File: src/rtl/lir_pkg.sv
`timescale 1ns / 1ps
`default_nettype none
// Shared types and constants for the interval run block.
// Depends on nothing; every other file refers to it by scoped names.

package lir_pkg;

  localparam int LEN_FIELD_W = 11;
  localparam logic [LEN_FIELD_W-1:0] LEN_FIELD_MAX = 11'h7FF;

  // Control flags that travel with a request along the row of cells.
  typedef struct packed {
    logic valid;
    logic start;
    logic skip;
    logic last;
    logic chain_ok;
  } lir_ctrl_t;

endpackage

`default_nettype wire

File: src/rtl/lir_cell.sv
`timescale 1ns / 1ps
`default_nettype none
// One cell of the row: holds the largest a and smallest b over the newest k+1 positions.
// Depends on lir_pkg for the control flag struct.

module lir_cell #(
  parameter int VALUE_BITS = 32,
  parameter int LEN_W      = 11
) (
  input  wire logic                         clk,
  input  wire logic                         rst_n,
  input  wire logic                         adv,
  input  wire lir_pkg::lir_ctrl_t           ctrl_i,
  input  wire logic signed [VALUE_BITS-1:0] a_i,
  input  wire logic signed [VALUE_BITS-1:0] b_i,
  input  wire logic signed [VALUE_BITS-1:0] cmax_i,
  input  wire logic signed [VALUE_BITS-1:0] cmin_i,
  input  wire logic        [LEN_W-1:0]      len_i,
  output lir_pkg::lir_ctrl_t                ctrl_o,
  output logic signed [VALUE_BITS-1:0]      a_o,
  output logic signed [VALUE_BITS-1:0]      b_o,
  output logic signed [VALUE_BITS-1:0]      cmax_o,
  output logic signed [VALUE_BITS-1:0]      cmin_o,
  output logic        [LEN_W-1:0]           len_o
);

  logic signed [VALUE_BITS-1:0] max_r;
  logic signed [VALUE_BITS-1:0] min_r;
  logic                         ok_r;
  logic signed [VALUE_BITS-1:0] max_nxt;
  logic signed [VALUE_BITS-1:0] min_nxt;
  logic                         ok_nxt;
  logic                         upd;

  lir_pkg::lir_ctrl_t           ctrl_r;
  logic signed [VALUE_BITS-1:0] a_r;
  logic signed [VALUE_BITS-1:0] b_r;
  logic signed [VALUE_BITS-1:0] cmax_r;
  logic signed [VALUE_BITS-1:0] cmin_r;
  logic        [LEN_W-1:0]      len_r;

  always_comb begin
    max_nxt = (cmax_i > a_i) ? cmax_i : a_i;
    min_nxt = (cmin_i < b_i) ? cmin_i : b_i;
    ok_nxt  = ctrl_i.chain_ok && (max_nxt < min_nxt);
    upd     = adv && ctrl_i.valid && !ctrl_i.skip;
  end

  always_ff @(posedge clk) begin
    if (!rst_n) begin
      ok_r <= 1'b0;
    end else if (upd) begin
      ok_r <= ok_nxt;
    end
  end

  always_ff @(posedge clk) begin
    if (upd) begin
      max_r <= max_nxt;
      min_r <= min_nxt;
    end
  end

  always_ff @(posedge clk) begin
    if (!rst_n) begin
      ctrl_r <= '0;
    end else if (adv) begin
      ctrl_r.valid    <= ctrl_i.valid;
      ctrl_r.start    <= ctrl_i.start;
      ctrl_r.skip     <= ctrl_i.skip;
      ctrl_r.last     <= ctrl_i.last;
      ctrl_r.chain_ok <= ok_r && !ctrl_i.start;
    end
  end

  always_ff @(posedge clk) begin
    if (adv) begin
      a_r    <= a_i;
      b_r    <= b_i;
      cmax_r <= max_r;
      cmin_r <= min_r;
      len_r  <= len_i + LEN_W'(ok_nxt);
    end
  end

  assign ctrl_o = ctrl_r;
  assign a_o    = a_r;
  assign b_o    = b_r;
  assign cmax_o = cmax_r;
  assign cmin_o = cmin_r;
  assign len_o  = len_r;

endmodule

`default_nettype wire

File: config.mk
export PLATFORM = sky130hd
export DESIGN_NAME = lir_cell
export DESIGN_NICKNAME = d
export VERILOG_FILES = /design/src/rtl/lir_pkg.sv /design/src/rtl/lir_cell.sv
export SDC_FILE = /design/constraint.sdc
export NUM_CORES = 1
export LEC_CHECK = 0
export BUFFER_PORTS_ARGS = -buffer_cell sky130_fd_sc_hd__buf_2
export CORE_MARGIN = 10
export CORE_UTILIZATION = 52
export DETAILED_ROUTE_END_ITERATION = 10
export GPL_TIMING_DRIVEN = 0
export PLACE_DENSITY_LB_ADDON = 0.2
export SYNTH_ARGS = -nofsm -noshare
export SYNTH_HDL_FRONTEND = slang
export SYNTH_SLANG_ARGS = --single-unit
File: constraint.sdc
create_clock -name clk -period 6.7 [get_ports clk]
set_input_delay 0.335 -clock clk [delete_from_list [all_inputs] [get_ports clk]]
set_output_delay 0.335 -clock clk [all_outputs]
set_load 0.01 [all_outputs]
; ---- Yosys cells after proc, flatten, opt, wreduce, memory -nomap -nowiden
; Index checks and enable logic that the tools add are counted.
; W data, S select, Z words.
[word_totals]
wordCells = 25
regBits = 209
input_bits = 147
mem_bits_rw = 0
out_inout_bits = 144
latch_bits = 0
mem_bits_ro = 0
mem_count = 0
[classes]
shift = 0
reduce_logical = 6
n_lt_le_gt_ge = 3
multipliers = 0
n_div = 0
mux = 2
eq_ne = 0
bitwise = 0
add_sub_neg = 1
[op_table]
columns = operator, n
row1 = $lt A32 B32 Y1, 2
row2 = $mux W32, 2
row3 = $gt A32 B32 Y1, 1
row4 = $add A11 B1 Y11, 1
row5 = $logic_and A1 B1 Y1, 4
row6 = $logic_not A1 Y1, 2

; ---- Logic depth before layout (Yosys ltp)
[depth]
ltp_word = 5
ltp_mapped = 21
mapped_depth_nobuf = 20

; ---- Least setup slack after synthesis
; No wires, ideal clock.
[synth_timing]
path_kind = input -> register
start = input b_i[28]
end = register len_r[2], in the netlist len_o[2], data pin
arrival_ps = 4781
required_time_ps = 6439
slack_ps = 1658
path_buffers = 1
path_stages = 18
setup_time_ps = 261
path_cell_list = inv_1 > ha_1 > nand3_2 > or3_1 > or4_4 > o21ai_1 > buf_4 > mux2i_1 > ha_1 > a2111oi_0 > o21ai_0 > a221oi_1 > o41ai_1 > a31o_2 > a221o_1 > ha_1 > ha_1 > xor2_1
[synth_via]
elab_chain_cells = 5
[synth_rtl]
columns = item, line_no
row1 = "start, declared", lir_cell.sv:15  ; input wire logic signed [VALUE_BITS-1:0] b_i,
row2 = $lt A32 B32 Y1, lir_cell.sv:44  ; min_nxt = (cmin_i < b_i) ? cmin_i : b_i;
row3 = $mux W32 (*), lir_cell.sv:44
row4 = $lt A32 B32 Y1 (*), lir_cell.sv:45  ; ok_nxt = ctrl_i.chain_ok && (max_nxt < min_nxt);
row5 = $logic_and A1 B1 Y1 (*), lir_cell.sv:45
row6 = net ok_nxt, lir_cell.sv:32  ; logic ok_nxt;
row7 = $add A11 B1 Y11 (*), lir_cell.sv:82  ; len_r <= len_i + LEN_W'(ok_nxt);
row8 = "end signal, assigned", lir_cell.sv:82
row9 = "end, declared", lir_cell.sv:40  ; logic [LEN_W-1:0] len_r;
; The timed path passes the listed nets; every way through them passes the cells marked *.
; A chain may end at the register's enable or synchronous reset.

; ---- Worst setup path after layout
[layout_timing]
start = input b_i[15]
end = register len_r[2], in the netlist len_o[2], data pin
; Same word-level chain as after synthesis.

==> summary.txt <==
Status: finished clean
Clock Sinks: 209
Detail Route Antenna Nets: 0
Most frequent cells in the layout: buf_2, edfxtp_1, inv_1, ha_1, mux2i_1
Area growth, synth to finish: 25.3%
CTS root buf: clkbuf_16
Register area: 6220 µm²
Post-CTS setup buffers: 0
Setup Skew: 0.0130 ns
All-layer global routing usage: 0.198
Quantity of I/O buffers inserted on ports: 290
CTS tree: built
Register area share after synthesis: 0.639
Critical path's largest stage delay: 0.69 ns
Overall power: 3.22 mW
Leak: 5.56 nW
CP max FO: 10
CP Capture Type: flip-flop
GP Congestion: 0.862
I/O pins: 291
Most common cell after layout, fill and taps aside: buf_2
RSZ-0062 raised after global routing: no
Layout cells sized above 1: 0.365
First-pass GRT wire length: 37700 µm
Vias/cell: 5.23
Total gr overflow: 0
Worst relative slew slack: 0.439
Yosys top cell area share: 0.627
Kind of critical path: input port to flip-flop
Area of the multi-input gates: 3070 µm²
Vias in the first global route: 6700
Async SR Flop Fraction: 0
Sw power: 0.822 mW
DIE AREA: 24600 µm²
Cts bufs inserted: 23
Largest net degree at the start of global routing: 98
Initial core utilization: 0.534
Max stage delay cell, worst path: a221oi_1
DR iter-0 viols: 352
Syn avg cell area: 14.5 µm²
Mapped Area: 9720 µm²
Routed WL per cell: 20.5 µm
Clock power frac: 0.348
Yosys warns: 0
Cell taking the most area after synthesis: edfxtp_1
Die Span X: 157 µm
CP most frequent cell: ha_1
Fillers: 1383
Worst IR drop on VDD: 0.000208 V
# setup viols final: 0
Max-cap viol count: 0
Fin. Hold Viols: 0
Max Root-Sink Buffers: 3
Final WL: 25300 µm
Synth Register Bits: 209
Initial antenna violation count: 4
Post-synth EDFFs: 203
Period utilization: 0.951
Netlist cell types: 53
Slew @ Worst Pin: 0.830 ns
Final Max Slew Viols: 0
Worst Path Arrival: 6.61 ns
Comb pwr share: 0.167
Hpwl dp: 19900 µm
Via count: 6459
Drt pass-1 iters: 5
Clk_lat worst skew: 0.51 ns
Cells after Synth: 672
WP data required: 6.94 ns
Area contributors post-synth: edfxtp_1, ha_1, inv_1
Cts hold-fix bufs: 0
Std cell rows: 49
Shortest period the worst path allows: 6.37 ns
Setup TNS: 0 ns
CTS H-tree depth: 1
Die height: 157 µm
Flop pwr share: 0.485
FMAX: 157 MHz
# nets final: 1232
Post-Syn Nets: 915
CP cell instances: buf_2 > inv_1 > ha_1 > nand2_1 > o21ai_0 > a41oi_1 > or4_4 > o21ai_1 > buf_4 > mux2i_1 > ha_1 > a2111oi_0 > o21ai_0 > a221oi_1 > o41ai_1 > a31o_2 > a221o_1 > ha_1 > ha_1 > xor2_1
Sw Ratio: 0.256
CTS resizes: 0
Clock slew at reported path FFs: 0.06 ns
Pint: 2.39 mW
Worst Hold Class: input port to flip-flop
Drt drc: 0
Cell Pwr Density: 264 nW/µm²
CP Launch Type: input port
Core area: 18200 µm²
Synth Flop Type: edfxtp_1
stage by stage:
step                cell area [µm²]  hold WS, ns  utilization  cells  setup WS [ns]
floorplan                      9720        0.400            -    672           1.66
finish                        12200       0.0245        0.669   1234          0.331
detailed placement            11500        0.405        0.633   1193          0.238
global placement              11500        0.400        0.629   1191          0.293
global route                  12200       0.0152        0.669   1233          0.162
CTS                           12200      0.00822        0.669   1232          0.554
registers in the layout (all words and copies together) (netlist names):
register / flops
a_o: 32
b_o: 32
cmax_o: 32
cmin_o: 32
ctrl_o: 5
len_o: 11
max_r: 32
min_r: 32
ok_r: 1
final timing paths:
check / start / endpoint / slack (ns) / depth (start not counted)
worst max register to register: ok_r / ok_r / 6.01 / 3
worst min-delay path: b_i[18] / b_o[18] / 0.02 / 1
worst min register to register: max_r[15] / cmax_o[15] / 0.42 / 0
worst max-delay path: b_i[15] / len_o[2] / 0.33 / 20
layout make-up:
cell class,instances,share of cell area
antenna,2,0.000411
buffer,7,0.00339
clock buffer,29,0.0491
clock inverter,10,0.00421
inverter,106,0.0327
multi-input combinational,350,0.252
sequential,209,0.510
tap,229,0.0235
timing repair buffer,292,0.124
worst max-delay path: cells and delay by family:
kind,cells,cell delay [ns]
compound gates,9,3.52
fa+ha+maj,4,1.19
simple gates,2,0.54
buf+inv,3,0.51
mux,1,0.32
xor+xnor,1,0.19
cell families (layout without fill, tap and decap cells):
kind of cell | after synthesis | count (layout) | share of synthesized area
compound gates | 91 | 91 | 0.0615
fa+ha+maj | 96 | 96 | 0.124
buf+inv | 113 | 444 | 0.0452
mux | 67 | 67 | 0.0730
other cells | 0 | 2 | 0
xor+xnor | 9 | 9 | 0.00811
simple gates | 87 | 87 | 0.0494
flops | 209 | 209 | 0.639
synthesized netlist by cell type, drive strengths merged, types with 2 or more instances:
master and count:
a2111oi 2, a211oi 5, a21boi 2, a21o 8, a21oi 28, a221o 2, a2bb2oi 3, a31o 3
and3 5, and4 2, buf 6, dfxtp 6, edfxtp 203, ha 96, inv 106, mux2 31
mux2i 36, nand2 16, nand2b 3, nand3 17, nand4 16, nor2 9, nor2b 6, nor3 4
nor4 2, o211ai 6, o21a 3, o21ai 18, o31ai 2, or4 2, xnor2 8
metal layers:
| layer | track usage | up-vias | wire length [µm] |
|---|---|---|---|
| met2 | 0.331 | 237 | 12100 |
| met3 | 0.0688 | 37 | 2270 |
| li1 | - | 3168 | - |
| met5 | 0 | - | 27 |
| met4 | 0.0526 | 4 | 505 |
| met1 | 0.240 | 3013 | 10400 |
power groups by stage:
stage               clock network (mW)  registers, mW  logic, mW
floorplan                            0           1.62      0.264
detailed placement                   0           1.59      0.537
finish                            1.12           1.56      0.539
CTS                               1.14           1.56      0.542
global route                      1.19           1.57      0.599
global placement                     0           1.59      0.523
Note: power is estimated with default switching activity, not from simulation.
