<file path="src/rtl/lir_pkg.sv">
`timescale 1ns / 1ps
`default_nettype none
// Shared types and constants for the interval run block.
// Depends on nothing; every other file refers to it by scoped names.

package lir_pkg;

  localparam int LEN_FIELD_W = 11;
  localparam logic [LEN_FIELD_W-1:0] LEN_FIELD_MAX = 11'h7FF;

  // Control flags that travel with a request along the row of cells.
  typedef struct packed {
    logic valid;
    logic start;
    logic skip;
    logic last;
    logic chain_ok;
  } lir_ctrl_t;

endpackage

`default_nettype wire

</file>
<file path="src/rtl/lir_if.sv">
`timescale 1ns / 1ps
`default_nettype none


interface lir_out_if ();
  logic                               valid;
  logic                               ready;
  logic [lir_pkg::LEN_FIELD_W-1:0]    best_length;
  logic                               sequence_done;
  logic                               length_overflow;

  modport source (output valid, best_length, sequence_done, length_overflow, input ready);
  modport sink   (input valid, best_length, sequence_done, length_overflow, output ready);
endinterface

`default_nettype wire

</file>
<file path="src/rtl/lir_out_stage.sv">
`timescale 1ns / 1ps
`default_nettype none
// Best-length tracking and the two-entry result queue at the end of the row.
// Depends on lir_pkg and the result channel interface lir_out_if.

module lir_out_stage #(
  parameter int LEN_W = 11
) (
  input  wire logic               clk,
  input  wire logic               rst_n,
  input  wire lir_pkg::lir_ctrl_t ctrl_i,
  input  wire logic [LEN_W-1:0]   len_i,
  output logic                    adv_o,
  lir_out_if.source               out_chan
);

  localparam int FW    = lir_pkg::LEN_FIELD_W;
  localparam int SAT_W = (LEN_W > FW) ? LEN_W : FW;

  logic [LEN_W-1:0] best_r;
  logic [LEN_W-1:0] best_nxt;
  logic [SAT_W-1:0] best_ext;
  logic [FW-1:0]    res_best;
  logic             pop;
  logic             res_v;

  logic             out_v_r;
  logic [FW-1:0]    out_best_r;
  logic             out_done_r;
  logic             out_ovf_r;
  logic             skid_v_r;
  logic [FW-1:0]    skid_best_r;
  logic             skid_done_r;
  logic             skid_ovf_r;

  always_comb begin
    if (ctrl_i.skip) begin
      best_nxt = best_r;
    end else begin
      best_nxt = (len_i > best_r) ? len_i : best_r;
    end
    best_ext = SAT_W'(best_nxt);
    res_best = (best_ext > SAT_W'(lir_pkg::LEN_FIELD_MAX)) ? lir_pkg::LEN_FIELD_MAX
                                                           : best_ext[FW-1:0];
    adv_o    = !skid_v_r;
    pop      = out_v_r && out_chan.ready;
    res_v    = adv_o && ctrl_i.valid;
  end

  always_ff @(posedge clk) begin
    if (!rst_n) begin
      best_r <= '0;
    end else if (res_v) begin
      best_r <= ctrl_i.last ? '0 : best_nxt;
    end
  end

  always_ff @(posedge clk) begin
    if (!rst_n) begin
      out_v_r  <= 1'b0;
      skid_v_r <= 1'b0;
    end else if (skid_v_r) begin
      if (pop) begin
        skid_v_r <= 1'b0;
      end
    end else if (res_v) begin
      if (out_v_r && !pop) begin
        skid_v_r <= 1'b1;
      end else begin
        out_v_r <= 1'b1;
      end
    end else if (pop) begin
      out_v_r <= 1'b0;
    end
  end

  always_ff @(posedge clk) begin
    if (skid_v_r) begin
      if (pop) begin
        out_best_r <= skid_best_r;
        out_done_r <= skid_done_r;
        out_ovf_r  <= skid_ovf_r;
      end
    end else if (res_v) begin
      if (out_v_r && !pop) begin
        skid_best_r <= res_best;
        skid_done_r <= ctrl_i.last;
        skid_ovf_r  <= ctrl_i.skip;
      end else begin
        out_best_r <= res_best;
        out_done_r <= ctrl_i.last;
        out_ovf_r  <= ctrl_i.skip;
      end
    end
  end

  assign out_chan.valid           = out_v_r;
  assign out_chan.best_length     = out_best_r;
  assign out_chan.sequence_done   = out_done_r;
  assign out_chan.length_overflow = out_ovf_r;

endmodule

`default_nettype wire
</file>
<file path="src/flat_wrapper.sv">
// flat-port wrapper written by rule: the top's interface ports become plain ports
module lir_out_stage_flat 
#(
  parameter int LEN_W = 11
)
  (clk, rst_n, ctrl_i, len_i, adv_o, out_chan_valid, out_chan_best_length, out_chan_sequence_done, out_chan_length_overflow, out_chan_ready);
  lir_out_if out_chan_i ();
  input  wire logic clk;
  input  wire logic rst_n;
  input  wire lir_pkg::lir_ctrl_t ctrl_i;
  input  wire logic [LEN_W-1:0] len_i;
  output logic adv_o;
  output wire logic [$bits(out_chan_i.valid)-1:0] out_chan_valid;
  output wire logic [$bits(out_chan_i.best_length)-1:0] out_chan_best_length;
  output wire logic [$bits(out_chan_i.sequence_done)-1:0] out_chan_sequence_done;
  output wire logic [$bits(out_chan_i.length_overflow)-1:0] out_chan_length_overflow;
  input wire logic [$bits(out_chan_i.ready)-1:0] out_chan_ready;
  assign out_chan_valid = out_chan_i.valid;
  assign out_chan_best_length = out_chan_i.best_length;
  assign out_chan_sequence_done = out_chan_i.sequence_done;
  assign out_chan_length_overflow = out_chan_i.length_overflow;
  assign out_chan_i.ready = out_chan_ready;
  lir_out_stage #(.LEN_W(LEN_W)) u_core (.clk(clk), .rst_n(rst_n), .ctrl_i(ctrl_i), .len_i(len_i), .adv_o(adv_o), .out_chan(out_chan_i));
endmodule
</file>
<file path="config.mk">
export PLATFORM = sky130hd
export DESIGN_NAME = lir_out_stage_flat
export DESIGN_NICKNAME = d
export VERILOG_FILES = /design/src/rtl/lir_pkg.sv /design/src/rtl/lir_if.sv /design/src/rtl/lir_out_stage.sv /design/src/flat_wrapper.sv
export SDC_FILE = /design/constraint.sdc
export NUM_CORES = 1
export LEC_CHECK = 0
export BUFFER_PORTS_ARGS = -buffer_cell sky130_fd_sc_hd__buf_2
export CORE_UTILIZATION = 49
export DETAILED_ROUTE_END_ITERATION = 6
export PLACE_DENSITY = 0.74
export SLEW_MARGIN = 10
export SYNTH_ARGS = -nofsm -noshare
export SYNTH_HDL_FRONTEND = slang
export SYNTH_SLANG_ARGS = --single-unit
</file>
<file path="constraint.sdc">
create_clock -name clk -period 2.3 [get_ports clk]
set_input_delay 0.115 -clock clk [delete_from_list [all_inputs] [get_ports clk]]
set_output_delay 0.115 -clock clk [all_outputs]
set_load 0.05 [all_outputs]
</file>
==> Word level (Yosys, flattened, before mapping) <==
Cells that the tools add are included.
{ "word_totals": {"regBits": 39, "elab_cells": 48, "inputBits": 19, "output_inout_bits": 15} }
{ "classes": {"n_eq_ne": 3, "bitwise_logic": 1, "magnitude_cmp": 2, "n_reduce_logical": 10, "mux": 23} }
{ "ops": {"columns": ["op", "count"], "rows": [
  ["$mux 11", 8],
  ["$mux 1", 15],
  ["$gt 11x11->1", 1],
  ["$gt 11x11->1 const B", 1],
  ["$reduce_and 3->1", 3],
  ["$ne 2x1->1 const B", 2],
  ["$reduce_bool 2->1", 2],
  ["$logic_and 1x1->1", 3],
  ["$logic_not 1->1", 2],
  ["$ne 2x2->1 const B", 1],
  ["$not 1->1", 1]
]} }

==> Logic depth before layout (Yosys ltp) <==
{ "depth": {"ltp_word": 8, "depth_mapped": 9, "depth_no_buf": 8} }

==> Worst setup path before layout <==
Ideal clock, no wire load.
{ "synth_path": {"kind": "register to register", "start": "reg u_core.best_r[8]", "end": "reg u_core.out_best_r[1], in the netlist u_core.out_chan.best_length[1], data pin", "path_stages_with_launch": 10, "slack_ns": -0.096, "n_path_buf": 1, "t_arrival_ns": 2.136, "synth_period_minus_slack_ns": 2.396, "setup_ns": 0.260, "required_ns": 2.040, "cell_sequence": "dfxtp_1 > inv_1 > ha_1 > nand4_1 > a211oi_2 > a2111oi_4 > nor3_2 > buf_6 > mux2_4 > mux2_2"} }
{ "synth_via": {"elab_chain_cells": 8} }
{ "synth_lines": {"columns": ["item", "line_no", "source"], "rows": [
  ["start, declared", "lir_out_stage.sv:20", "logic [LEN_W-1:0] best_r;"],
  ["start signal, assigned", "lir_out_stage.sv:54", "best_r <= ctrl_i.last ? '0 : best_nxt;"],
  ["$gt 11x11->1", "lir_out_stage.sv:40", "best_nxt = (len_i > best_r) ? len_i : best_r;"],
  ["$mux 11", "lir_out_stage.sv:40", null],
  ["$mux 11 (*)", "lir_out_stage.sv:37", "if (ctrl_i.skip) begin"],
  ["$gt 11x11->1", "lir_out_stage.sv:43", "res_best = (best_ext > SAT_W'(lir_pkg::LEN_FIELD_MAX)) ? lir_pkg::LEN_FIELD_MAX"],
  ["$mux 11 (*)", "lir_out_stage.sv:43", null],
  ["net u_core.res_best[1]", "lir_out_stage.sv:23", "logic [FW-1:0] res_best;"],
  ["$mux 11 (*)", "lir_out_stage.sv:85", "if (out_v_r && !pop) begin"],
  ["$mux 11 (*)", "lir_out_stage.sv:84", "end else if (res_v) begin"],
  ["$mux 11 (*)", "lir_out_stage.sv:78", "if (skid_v_r) begin"],
  ["end signal, assigned", "lir_out_stage.sv:80", "out_best_r <= skid_best_r;"],
  ["end signal, assigned", "lir_out_stage.sv:90", "out_best_r <= res_best;"],
  ["end, declared", "lir_out_stage.sv:28", "logic [FW-1:0] out_best_r;"]
]} }
Mark *: on every way through the listed nets, which the timed path passes. The rest lies on a longest branch. The select of a mux whose other input is x is not followed.
A chain may end at the register's enable or synchronous reset.

==> Worst setup path in the final report <==
{ "layout_path": {"start": "reg u_core.best_r[6]", "end": "reg u_core.out_best_r[5], in the netlist u_core.out_chan.best_length[5], data pin"} }
The elaborated chain is that of the path after synthesis.

==> flow_metrics.env <==
export IMPL_worstMarginPinSlew_ns=0.399
export IMPL_fin_util_pct=70.5
export IMPL_leakage_nw=1.08
export IMPL_ir_drop_mv=0.468
export IMPL_grt_pass1_wl_um=6580
export IMPL_ant_nets=0
export IMPL_clockBufferDepth=2
export IMPL_required_ns=2.35
export IMPL_violations="setup timing"
export IMPL_yosysUniqueCellTypes=29
export IMPL_clkLatencyLatePin_ns=0.30
export IMPL_synth_area_um2=1900
export IMPL_cp_arrival_ns=2.45
export IMPL_grt_util_all_layers_pct=21.7
export IMPL_cts_root_buf="clkbuf_8"
export IMPL_syn_inst=134
export IMPL_slowest_stage="dfxtp_2"
export IMPL_routed_via_density=5.35
export IMPL_wire_per_inst_um=16.7
export IMPL_ys_seq_area_share_pct=54.8
export IMPL_fin_skew_ns=0.00716
export IMPL_yosysWarnings=0
export IMPL_path_clk_slew_ns=0.08
export IMPL_grt_overflow=0
export IMPL_drt_iter0_markers=37
export IMPL_maxCapViolCount=0
export IMPL_first_pass_iters=4
export IMPL_hold_buffers=0
export IMPL_yosys_register_bits=39
export IMPL_portBuffers=31
export IMPL_cellPowerDensity_nw_per_um2=711
export IMPL_outcome="finished, violations left"
export IMPL_cpPeakStageDelay_ns=0.35
export IMPL_path_class="register to register"
export IMPL_wl_um=4120
export IMPL_end_kind="register"
export IMPL_syn2layout_area_growth_pct=36.8
export IMPL_slew_violations=0
export IMPL_antenna_found_initial=0
export IMPL_finalWorstSetupSlack_ns=-0.105
export IMPL_critPathLaunchType="register"
export IMPL_synth_nets=164
export IMPL_grt_pass1_vias=1411
export IMPL_io_pins=34
export IMPL_core_area_um2=3690
export IMPL_die_area_um2=4130
export IMPL_p_total_mw=1.85
export IMPL_cts_buffers=5
export IMPL_nNetsFinal=228
export IMPL_finalSetupViolCount=10
export IMPL_hold_class="primary input to register"
export IMPL_die_w_um=64.3
export IMPL_dp_hpwl_um=2650
export IMPL_drc=0
export IMPL_path_common_cell="mux2_4"
export IMPL_gp_congestion=0.830
export IMPL_crit_chain="inv_2 -> ha_4 -> nand4_1 -> a211oi_2 -> a2111oi_4 -> nor3_2 -> buf_6 -> mux2_4 -> mux2_4"
export IMPL_hold_viol=0
export IMPL_rsz0062_at_grt="yes"
export IMPL_diodes=0
export IMPL_final_common_cell="buf_2"
export IMPL_die_height_um=64.3
export IMPL_fillCellCount=255
export IMPL_cts_htree_levels=2
export IMPL_grt_max_degree=15
export IMPL_vias=1321
export IMPL_slew_limit_headroom_pct=73.2
export IMPL_num_rows=22
export IMPL_synth_area_per_cell_um2=14.2
export IMPL_min_period_over_period_pct=105
export IMPL_cts_tree="built"
export IMPL_critPathMaxFanout=8
export IMPL_layout_common_cells="buf_2, edfxtp_1, buf_4"
export IMPL_period_minus_slack_ns=2.41
export IMPL_max_freq_mhz=416
export IMPL_initial_core_util_pct=51.5
export IMPL_drive_above_1_share_pct=60.8
export IMPL_cts_num_sinks=39
-- registers in the layout, summed over array words and instances (netlist names) --
register / cells
u_core.skid_ovf_r: 1
u_core.skid_done_r: 1
u_core.best_r: 11
u_core.skid_best_r: 11
u_core.out_chan.best_length: 11
u_core.out_chan.length_overflow: 1
u_core.out_chan.sequence_done: 1
u_core.out_chan.valid: 1
u_core.skid_v_r: 1
-- per-stage QoR --
stage               hold slack (ns)  setup TNS (ns)  setup WS [ns]  cells  instance area (um2)
finish                       0.0280          -0.950         -0.105    247                 2600
global route                 0.0262           -1.78         -0.192    247                 2600
global placement              0.326           -2.14         -0.140    233                 2320
CTS                          0.0235          -0.738        -0.0869    244                 2540
floorplan                     0.214          -0.135        -0.0153    134                 1950
detailed placement            0.329           -3.34         -0.207    233                 2320
-- cell type report --
cell class / instances / area [um2] / share of cell area (%)
clock buffers: 6 / 72.6 / 2.79
clock inverters: 2 / 60.1 / 2.31
inverters: 15 / 56.3 / 2.17
multi-input cells: 78 / 922 / 35.5
flip-flops and latches: 39 / 1050 / 40.4
well taps: 48 / 60.1 / 2.31
repair buffers: 59 / 377 / 14.5
-- critical path, delay by kind of cell (launching register included) --
family,cells,cell delay [ns]
flip-flops,1,0.35
multiplexers,2,0.59
buffers and inverters,2,0.25
AND/OR/NAND/NOR,2,0.39
AO/OA/AOI/OAI,2,0.32
adder cells (fa/ha/maj),1,0.27
-- logic make-up (layout without fill, tap and decap cells) --
group,count (synthesis),after routing,synth area share (%)
adders and majority gates,11,11,7.25
buffers and inverters,17,82,3.75
and+or+nand+nor,19,19,5.60
DFF,39,39,54.8
AOI/OAI and AO/OA,25,25,11.9
muxes,23,23,16.7
-- report_power, final --
| group | total, mW | switching [mW] | internal [mW] |
|---|---|---|---|
| Clock | 0.679 | 0.246 | 0.434 |
| Combinational | 0.363 | 0.213 | 0.151 |
| Sequential | 0.805 | 0.0129 | 0.792 |
| Total | 1.85 | 0.471 | 1.38 |
-- final timing paths --
kind	slack [ns]	from	cells after the start	end
max	-0.11	u_core.best_r[6]	9	u_core.out_chan.best_length[5]
min	0.03	ctrl_i[1]	1	u_core.skid_done_r
max reg2reg	-0.11	u_core.best_r[6]	9	u_core.out_chan.best_length[5]
min reg2reg	0.52	u_core.best_r[0]	1	u_core.best_r[0]
-- Yosys cell counts, drive strengths merged --
| master | instances | share of area (%) |
|---|---|---|
| nor4 | 1 | 0.66 |
| nor3b | 1 | 0.40 |
| nand4 | 2 | 0.66 |
| o22ai | 1 | 0.33 |
| a22o | 10 | 4.6 |
| a21oi | 5 | 1.9 |
| a2111oi | 1 | 1.4 |
| nand4b | 1 | 0.46 |
| a21boi | 1 | 0.40 |
| nand3 | 1 | 0.26 |
| ha | 11 | 7.2 |
| nand3b | 1 | 0.40 |
| buf | 2 | 0.79 |
| a22oi | 1 | 0.40 |
| nor3 | 2 | 0.79 |
| edfxtp | 26 | 41 |
| a211oi | 2 | 1.3 |
| nor2 | 4 | 0.79 |
| dfxtp | 13 | 14 |
| inv | 15 | 3.0 |
| nand2 | 6 | 1.2 |
| o21ai | 4 | 1.4 |
| mux2 | 22 | 16 |
| mux2i | 1 | 0.53 |
-- what timing repair did --
item	CTS	global route
pin swaps	6	6
resized for setup	16	7
endpoints found under the setup margin	20	22
gates cloned	0	1
buffers inserted	3	3
-- metal layers --
metal | up-vias | global-route usage (%) | wire length [um]
met1 | 651 | 23.9 | 1760
met2 | 30 | 39.5 | 2150
met4 | 0 | 8.33 | 68
met5 | - | 0 | 0
met3 | 7 | 5.54 | 143
li1 | 633 | - | -
Power figures use the tool's default switching activity.
